[src/design/fractional_rate_linear_resampler_assert.svh]
// Assertion macros for the fractional-rate linear resampler.
// Included by the top level; no other dependencies.
`ifndef FRACTIONAL_RATE_LINEAR_RESAMPLER_ASSERT_SVH
`define FRACTIONAL_RATE_LINEAR_RESAMPLER_ASSERT_SVH

// Consequent must hold in the same cycle as the antecedent.
`define FRLR_ASSERT_SAME(label, clk, rst, ante, cons, msg) \
  label: assert property (@(posedge clk) disable iff (rst) (ante) |-> (cons)) \
    else $error(msg);

// Consequent must hold in the cycle after the antecedent.
`define FRLR_ASSERT_NEXT(label, clk, rst, ante, cons, msg) \
  label: assert property (@(posedge clk) disable iff (rst) (ante) |=> (cons)) \
    else $error(msg);

`endif

[src/design/frlr_pkg.sv]
// Shared types and constants for the fractional-rate linear resampler.
// No dependencies.
package frlr_pkg;

  // Width of the rate and clock registers and of the phase
  localparam int REG_WIDTH = 17;
  typedef logic [REG_WIDTH-1:0] reg_t;

  localparam reg_t RATE_RESET  = 17'd48000;
  localparam reg_t CLOCK_RESET = 17'd110860;
  localparam reg_t CLOCK_MIN   = 17'd2;

  // Configuration register indexes
  typedef enum logic {
    REG_OUTPUT_RATE  = 1'b0,
    REG_SOURCE_CLOCK = 1'b1
  } reg_index_t;

endpackage

[src/design/frlr_if.sv]
// Valid/ready stream interfaces for the resampler's sample channels.
// No dependencies.
interface frlr_in_if #(
  parameter int SAMPLE_WIDTH = 16
) ();
  logic                           valid;
  logic                           ready;
  logic signed [SAMPLE_WIDTH-1:0] sample_in;

  modport source (output valid, output sample_in, input ready);
  modport sink   (input valid, input sample_in, output ready);
endinterface

interface frlr_out_if #(
  parameter int SAMPLE_WIDTH = 16
) ();
  logic                           valid;
  logic                           ready;
  logic signed [SAMPLE_WIDTH-1:0] sample_out;

  modport source (output valid, output sample_out, input ready);
  modport sink   (input valid, input sample_out, output ready);
endinterface

[src/design/fractional_rate_linear_resampler.sv]
// Fractional-rate linear-interpolation resampler, top level.
// Depends on frlr_pkg, frlr_if.sv and fractional_rate_linear_resampler_assert.svh.
//
// din carries one signed source sample per item; dout carries the interpolated
// samples. An item moves when valid and ready are both high. The config port
// (cfg_wr_en, cfg_index, cfg_data) writes output_rate (index 0) and
// source_clock (index 1); write only while the block is idle.
// Each item adds the output rate to the phase. On a wrap the block forms
// rem*previous + (clock-rem)*current with a shift-add multiplier, takes the
// magnitude and divides by the clock with a restoring divider (one quotient
// bit per cycle).
// An item that does not wrap leaves the block idle and ready for the next
// item; a wrapping item holds din.ready low through the serial multiply and
// divide until its result is loaded into the output register.
// A new item can be accepted while a result waits in the output register.
// If dout stalls, the next result waits in the datapath and din.ready stays low.
// Reset (rst, synchronous) restores the register defaults, clears the
// previous sample and phase, and empties the output.
`include "fractional_rate_linear_resampler_assert.svh"

module fractional_rate_linear_resampler #(
  parameter int SAMPLE_WIDTH = 16
) (
  input  logic                   clk,
  input  logic                   rst,
  input  logic                   cfg_wr_en,
  input  frlr_pkg::reg_index_t   cfg_index,
  input  frlr_pkg::reg_t         cfg_data,
  frlr_in_if.sink                din,
  frlr_out_if.source             dout
);

  localparam int W_WIDTH   = frlr_pkg::REG_WIDTH;
  localparam int ACC_WIDTH = W_WIDTH + SAMPLE_WIDTH + 1;
  localparam int STEPS_MAX = (SAMPLE_WIDTH > W_WIDTH) ? SAMPLE_WIDTH : W_WIDTH;
  localparam int CNT_WIDTH = $clog2(STEPS_MAX);
  localparam logic [CNT_WIDTH-1:0] MUL_LAST = CNT_WIDTH'(W_WIDTH - 1);
  localparam logic [CNT_WIDTH-1:0] DIV_LAST = CNT_WIDTH'(SAMPLE_WIDTH - 1);

  typedef logic signed [SAMPLE_WIDTH-1:0] sample_t;
  typedef enum logic [2:0] {ST_IDLE, ST_MUL, ST_ABS, ST_DIV, ST_DONE} state_t;

  // Configuration and state registers
  frlr_pkg::reg_t output_rate;
  frlr_pkg::reg_t source_clock;
  sample_t        previous_sample;
  frlr_pkg::reg_t phase_remainder;

  // Sequencer and datapath registers
  state_t                        state;
  logic [CNT_WIDTH-1:0]          count;
  sample_t                       op_prev;
  sample_t                       op_cur;
  frlr_pkg::reg_t                w_prev;
  frlr_pkg::reg_t                w_cur;
  frlr_pkg::reg_t                divisor;
  logic signed [ACC_WIDTH-1:0]   prod;
  logic                          negative;
  frlr_pkg::reg_t                div_rem;
  logic [SAMPLE_WIDTH-1:0]       quot;
  logic                          out_valid;
  sample_t                       out_sample;

  // Phase update logic
  frlr_pkg::reg_t         clk_eff;
  frlr_pkg::reg_t         rate_eff;
  frlr_pkg::reg_t         rem_eff;
  logic [W_WIDTH:0]       phase_sum;
  logic [W_WIDTH:0]       wrap_diff;
  logic                   wrap;
  frlr_pkg::reg_t         rem_wrap;
  logic                   in_fire;

  // Multiplier step
  logic signed [SAMPLE_WIDTH:0]   pick_prev;
  logic signed [SAMPLE_WIDTH:0]   pick_cur;
  logic signed [SAMPLE_WIDTH:0]   addend;
  logic signed [SAMPLE_WIDTH:0]   prod_hi;
  logic signed [SAMPLE_WIDTH+1:0] hi_sum;

  // Magnitude and divider step
  logic [ACC_WIDTH-1:0]   mag;
  logic [W_WIDTH:0]       trial;
  logic [W_WIDTH:0]       trial_diff;
  logic                   fits;

  always_comb begin
    clk_eff   = (source_clock < frlr_pkg::CLOCK_MIN) ? frlr_pkg::CLOCK_MIN : source_clock;
    rate_eff  = (output_rate >= clk_eff) ? clk_eff - 1'b1 : output_rate;
    rem_eff   = (phase_remainder >= clk_eff) ? clk_eff - 1'b1 : phase_remainder;
    phase_sum = {1'b0, rem_eff} + {1'b0, rate_eff};
    wrap      = (phase_sum >= {1'b0, clk_eff});
    wrap_diff = phase_sum - {1'b0, clk_eff};
    rem_wrap  = wrap_diff[W_WIDTH-1:0];
  end

  assign din.ready       = (state == ST_IDLE);
  assign in_fire         = din.valid && din.ready;
  assign dout.valid      = out_valid;
  assign dout.sample_out = out_sample;

  // One weight bit of each product per cycle, accumulated at the top
  always_comb begin
    pick_prev = w_prev[0] ? {op_prev[SAMPLE_WIDTH-1], op_prev} : '0;
    pick_cur  = w_cur[0]  ? {op_cur[SAMPLE_WIDTH-1], op_cur}   : '0;
    addend    = pick_prev + pick_cur;
    prod_hi   = prod[ACC_WIDTH-1:W_WIDTH];
    hi_sum    = {prod_hi[SAMPLE_WIDTH], prod_hi} + {addend[SAMPLE_WIDTH], addend};
  end

  // Magnitude of the weighted sum, then one restoring division step
  always_comb begin
    mag        = prod[ACC_WIDTH-1] ? ACC_WIDTH'(~prod + 1'b1) : ACC_WIDTH'(prod);
    trial      = {div_rem, quot[SAMPLE_WIDTH-1]};
    fits       = (trial >= {1'b0, divisor});
    trial_diff = trial - {1'b0, divisor};
  end

  // Configuration registers
  always_ff @(posedge clk) begin
    if (rst) begin
      output_rate  <= frlr_pkg::RATE_RESET;
      source_clock <= frlr_pkg::CLOCK_RESET;
    end else if (cfg_wr_en) begin
      unique case (cfg_index)
        frlr_pkg::REG_OUTPUT_RATE:  output_rate  <= cfg_data;
        frlr_pkg::REG_SOURCE_CLOCK: source_clock <= cfg_data;
        default: ;
      endcase
    end
  end

  // Sequencer, datapath and output register
  always_ff @(posedge clk) begin
    if (rst) begin
      state           <= ST_IDLE;
      count           <= '0;
      out_valid       <= 1'b0;
      previous_sample <= '0;
      phase_remainder <= '0;
    end else begin
      // Output register empties on accept; the done state reloads it itself
      if (out_valid && dout.ready && state != ST_DONE) begin
        out_valid <= 1'b0;
      end
      unique case (state)
        ST_IDLE: begin
          if (in_fire) begin
            previous_sample <= din.sample_in;
            op_prev         <= previous_sample;
            op_cur          <= din.sample_in;
            count           <= '0;
            if (wrap) begin
              phase_remainder <= rem_wrap;
              w_prev          <= rem_wrap;
              w_cur           <= clk_eff - rem_wrap;
              divisor         <= clk_eff;
              prod            <= '0;
              state           <= ST_MUL;
            end else begin
              phase_remainder <= phase_sum[W_WIDTH-1:0];
            end
          end
        end
        ST_MUL: begin
          prod   <= {hi_sum, prod[W_WIDTH-1:1]};
          w_prev <= w_prev >> 1;
          w_cur  <= w_cur >> 1;
          count  <= count + 1'b1;
          if (count == MUL_LAST) begin
            state <= ST_ABS;
          end
        end
        ST_ABS: begin
          negative <= prod[ACC_WIDTH-1];
          div_rem  <= mag[ACC_WIDTH-2:SAMPLE_WIDTH];
          quot     <= mag[SAMPLE_WIDTH-1:0];
          count    <= '0;
          state    <= ST_DIV;
        end
        ST_DIV: begin
          div_rem <= fits ? trial_diff[W_WIDTH-1:0] : trial[W_WIDTH-1:0];
          quot    <= {quot[SAMPLE_WIDTH-2:0], fits};
          count   <= count + 1'b1;
          if (count == DIV_LAST) begin
            state <= ST_DONE;
          end
        end
        ST_DONE: begin
          if (!out_valid || dout.ready) begin
            out_sample <= negative ? sample_t'(~quot + 1'b1) : sample_t'(quot);
            out_valid  <= 1'b1;
            state      <= ST_IDLE;
          end
        end
        default: state <= ST_IDLE;
      endcase
    end
  end

  // Checks
  `FRLR_ASSERT_NEXT(a_phase_below_clock, clk, rst, in_fire,
    phase_remainder < $past(clk_eff), "phase not below clock after item")
  `FRLR_ASSERT_NEXT(a_wrap_starts_mul, clk, rst, in_fire && wrap,
    state == ST_MUL, "phase wrap did not start multiply")
  `FRLR_ASSERT_SAME(a_div_rem_below_divisor, clk, rst, state == ST_DIV || state == ST_DONE,
    div_rem < divisor, "divider remainder out of range")
  `FRLR_ASSERT_NEXT(a_done_waits, clk, rst, state == ST_DONE && out_valid && !dout.ready,
    state == ST_DONE && out_valid, "result overwrote pending output")

endmodule

[src/flat_wrapper.sv]
// flat-port wrapper written by rule: the top's interface ports become plain ports
module fractional_rate_linear_resampler_flat 
#(
  parameter int SAMPLE_WIDTH = 16
)
  (clk, rst, cfg_wr_en, cfg_index, cfg_data, din_valid, din_sample_in, din_ready, dout_valid, dout_sample_out, dout_ready);
  frlr_in_if #(.SAMPLE_WIDTH(SAMPLE_WIDTH)) din_i ();
  frlr_out_if #(.SAMPLE_WIDTH(SAMPLE_WIDTH)) dout_i ();
  input  logic clk;
  input  logic rst;
  input  logic cfg_wr_en;
  input  frlr_pkg::reg_index_t cfg_index;
  input  frlr_pkg::reg_t cfg_data;
  input wire logic [$bits(din_i.valid)-1:0] din_valid;
  input wire logic [$bits(din_i.sample_in)-1:0] din_sample_in;
  output wire logic [$bits(din_i.ready)-1:0] din_ready;
  output wire logic [$bits(dout_i.valid)-1:0] dout_valid;
  output wire logic [$bits(dout_i.sample_out)-1:0] dout_sample_out;
  input wire logic [$bits(dout_i.ready)-1:0] dout_ready;
  assign din_i.valid = din_valid;
  assign din_i.sample_in = din_sample_in;
  assign din_ready = din_i.ready;
  assign dout_valid = dout_i.valid;
  assign dout_sample_out = dout_i.sample_out;
  assign dout_i.ready = dout_ready;
  fractional_rate_linear_resampler #(.SAMPLE_WIDTH(SAMPLE_WIDTH)) u_core (.clk(clk), .rst(rst), .cfg_wr_en(cfg_wr_en), .cfg_index(cfg_index), .cfg_data(cfg_data), .din(din_i), .dout(dout_i));
endmodule
[config.mk]
export PLATFORM = sky130hd
export DESIGN_NAME = fractional_rate_linear_resampler_flat
export DESIGN_NICKNAME = d
export VERILOG_FILES = /design/src/design/frlr_pkg.sv /design/src/design/frlr_if.sv /design/src/design/fractional_rate_linear_resampler.sv /design/src/flat_wrapper.sv
export VERILOG_INCLUDE_DIRS = /design/src /design/src/design
export SDC_FILE = /design/constraint.sdc
export NUM_CORES = 1
export LEC_CHECK = 0
export BUFFER_PORTS_ARGS = -buffer_cell sky130_fd_sc_hd__buf_2
export CORE_MARGIN = 5
export CORE_UTILIZATION = 40
export CTS_CLUSTER_DIAMETER = 30
export DETAILED_ROUTE_END_ITERATION = 12
export MAX_ROUTING_LAYER = met4
export SYNTH_ARGS = -nofsm -noshare
export SYNTH_HDL_FRONTEND = slang
export SYNTH_SLANG_ARGS = --single-unit
[constraint.sdc]
create_clock -name clk -period 16.5 [get_ports clk]
set_input_delay 1.65 -clock clk [delete_from_list [all_inputs] [get_ports clk]]
set_output_delay 1.65 -clock clk [all_outputs]
set_load 0.03 [all_outputs]
==> out/results.txt <==
Initial antenna violation count: 0
Largest stage delay on the critical path: 0.55 ns
Vias per cell: 5.50
DRC: 0
Status: finished, final reports clean
Area occupied by registers: 6540 µm²
Total CTS buffers: 57
Final min period: 9.88 ns
Syn Nets: 2,058
Gr ovfl total: 0
TritonCTS clock tree: done
H-tree levels: 2
Endpoints failing hold: 0
Initial Utilization: 40.3%
RePlAce Congestion: 0.958
Total wire length: 45.5 mm
Worst-path clk slew: 0.04 ns
CP delay by family, top: compound AO/OA/AOI/OAI gates
Worst-path maximum fanout: 12
Buffer and inverter count on the worst path: 5
#FFs+latches synth: 243
Multi-input gate area: 9570 µm²
Startpoint Class: flop
DRT iter0 DRCs: 1,164
Netlist cell types: 73
Worst-skew pair later-pin latency: 0.60 ns
Slew Limit Fails: 0
Site Rows: 75
Skew final: 0.0377 ns
DIE AREA: 46,300 µm²
Via count: 13,800
Synthesized instance count: 1,877
# clock sinks: 243
Unrepaired setup endpoints after global routing: false
Clk root buf: clkbuf_16
Port Buf Inserts: 56
Most common cell after layout, fill and taps aside: nand2_1
Final setup margin: 6.62 ns
DR WL/cell: 18.2 µm
Vias in the first global route: 13,200
CP max-delay cell: nor4_1
Die Height: 215 µm
Max Cap Violations: 0
Area Growth Syn to Fin: 16.3%
Worst setup path class: reg2reg
Worst slew margin: 18.4%
Ys Warns: 0
Layout fillers: 3,978
1st-pass router iterations: 5
Place WS: 6.79 ns
Setup bufs post-CTS: 0
Seq/Total Area, Yosys: 38.8%
CTS Buffer Depth: 3
Synth Area per Inst: 8.98 µm²
NumNets Final: 2,093
Period utilisation layout: 59.9%
Fmax: 0.101 GHz
Post-DP HPWL: 34.1 mm
Setup Viol. Count Final: 0
Setup TNS: 0 ns
Post-synthesis cell area: 16,900 µm²
Post-Layout Inst Area: 19,600 µm²
CTS Hold Bufs: 0
I/O pins: 57
Cell Area, Placed: 17,600 µm²
Post_cts resized: 0
Post-route ant nets: 0
Global Route Usage Sum: 19.6%
Slew of the pin with the lowest slew margin: 1.22 ns
Synth Flop Type: edfxtp_1
Die X: 215 µm
Most used cell, CP: a21oi_1
Critical Path RT: 16.80 ns
Worst Path Arrival: 10.19 ns
Crit end category: flop
Most frequent cells in the layout: nand2_1, edfxtp_1, ha_1, a21oi_1, nor2_1
Pin count of the biggest net entering global routing: 81
Async set-or-reset flop fraction in the synthesized netlist: 0%
HP Class: reg2reg
First-pass GRT wire length: 71.8 mm
Post-synth EDFFs: 167
Hold Worst Slack: 0.425 ns
Ratio of cells with drive above 1 in the final layout: 11.3%
Core area: 41,900 µm²
[layer usage]
layer | track usage (%) | wire [µm]
met1 | 27.7 | 22300
met2 | 29.8 | 20000
met3 | 2.63 | 2240
met4 | 5.48 | 973
met5 | - | 0
[registers in the layout, indices dropped and copies added, names as in the netlist, 17 cells and up]
register,cells
u_core.prod,34
u_core.w_prev,17
u_core.output_rate,17
u_core.phase_remainder,17
u_core.w_cur,17
u_core.source_clock,17
u_core.div_rem,17
u_core.divisor,17
[cells in the mapped netlist, drive strengths merged (9+ instances only)]
library cell / n / share of area (%)
nand3b: 14 / 0.62
ha: 136 / 10
a211oi: 24 / 1.1
nor2b: 19 / 0.71
a21o: 27 / 1.2
o21a: 23 / 1.0
nor3: 50 / 1.5
o41ai: 11 / 0.77
dfxtp: 76 / 9.0
o31ai: 21 / 0.99
o211ai: 27 / 1.2
and2: 63 / 2.3
nand2: 224 / 5.0
edfxtp: 167 / 30
o31a: 20 / 1.0
o21ai: 123 / 3.7
nand2b: 20 / 0.83
mux2: 19 / 1.3
buf: 13 / 0.37
xnor2: 84 / 4.4
a21oi: 134 / 4.0
mux2i: 22 / 1.3
or3: 14 / 0.55
xor2: 39 / 2.0
or4: 9 / 0.42
nor4: 16 / 0.68
o21bai: 11 / 0.49
nand4: 17 / 0.63
clkbuf: 84 / 1.9
nand3: 59 / 1.8
inv: 108 / 2.4
a31oi: 9 / 0.33
nor2: 128 / 2.9
[area by class of cell]
class / instances / area share (%)
flip-flops and latches: 243 / 33.3
well taps: 539 / 3.44
clock buffers: 68 / 7.70
multi-input cells: 1429 / 48.8
inverters: 108 / 2.07
clock inverters: 40 / 2.55
diodes: 1 / 0.0128
repair buffers: 73 / 2.08
[metrics by stage]
| stage | util, % | std cells |
|---|---|---|
| final | 46.8 | 2501 |
| after global routing | 46.8 | 2500 |
| after CTS | 46.8 | 2500 |
| after detailed placement | 42.0 | 2392 |
| after global placement | 42.0 | 2392 |
| after floorplan | - | 1877 |
[worst paths after layout]
| path | start | end | slack, ns | cells after the start |
|---|---|---|---|---|
| worst max-delay path | u_core.source_clock[10]$_SDFFE_PP0P_ | u_core.w_cur[14]$_DFFE_PP_ | 6.62 | 43 |
| worst min-delay path | u_core.previous_sample[14]$_SDFFE_PP0P_ | u_core.op_prev[14]$_DFFE_PP_ | 0.42 | 0 |
| worst max register to register | u_core.source_clock[10]$_SDFFE_PP0P_ | u_core.w_cur[14]$_DFFE_PP_ | 6.62 | 43 |
| worst min register to register | u_core.previous_sample[14]$_SDFFE_PP0P_ | u_core.op_prev[14]$_DFFE_PP_ | 0.42 | 0 |
[logic make-up (layout without fill, tap and decap cells)]
| kind of cell | after synthesis | in the layout | synth area share (%) |
|---|---|---|---|
| compound gates | 469 | 469 | 18.0 |
| xor+xnor | 123 | 123 | 6.44 |
| fa+ha+maj | 144 | 144 | 10.9 |
| buf+inv | 205 | 289 | 4.65 |
| flops | 243 | 243 | 38.8 |
| mux | 41 | 41 | 2.58 |
| other cells | 0 | 1 | 0 |
| simple gates | 652 | 652 | 18.6 |
Power is left out: the tool's default activity adds up to more than one toggle a clock period on the data nets, which glitch-free logic cannot reach.
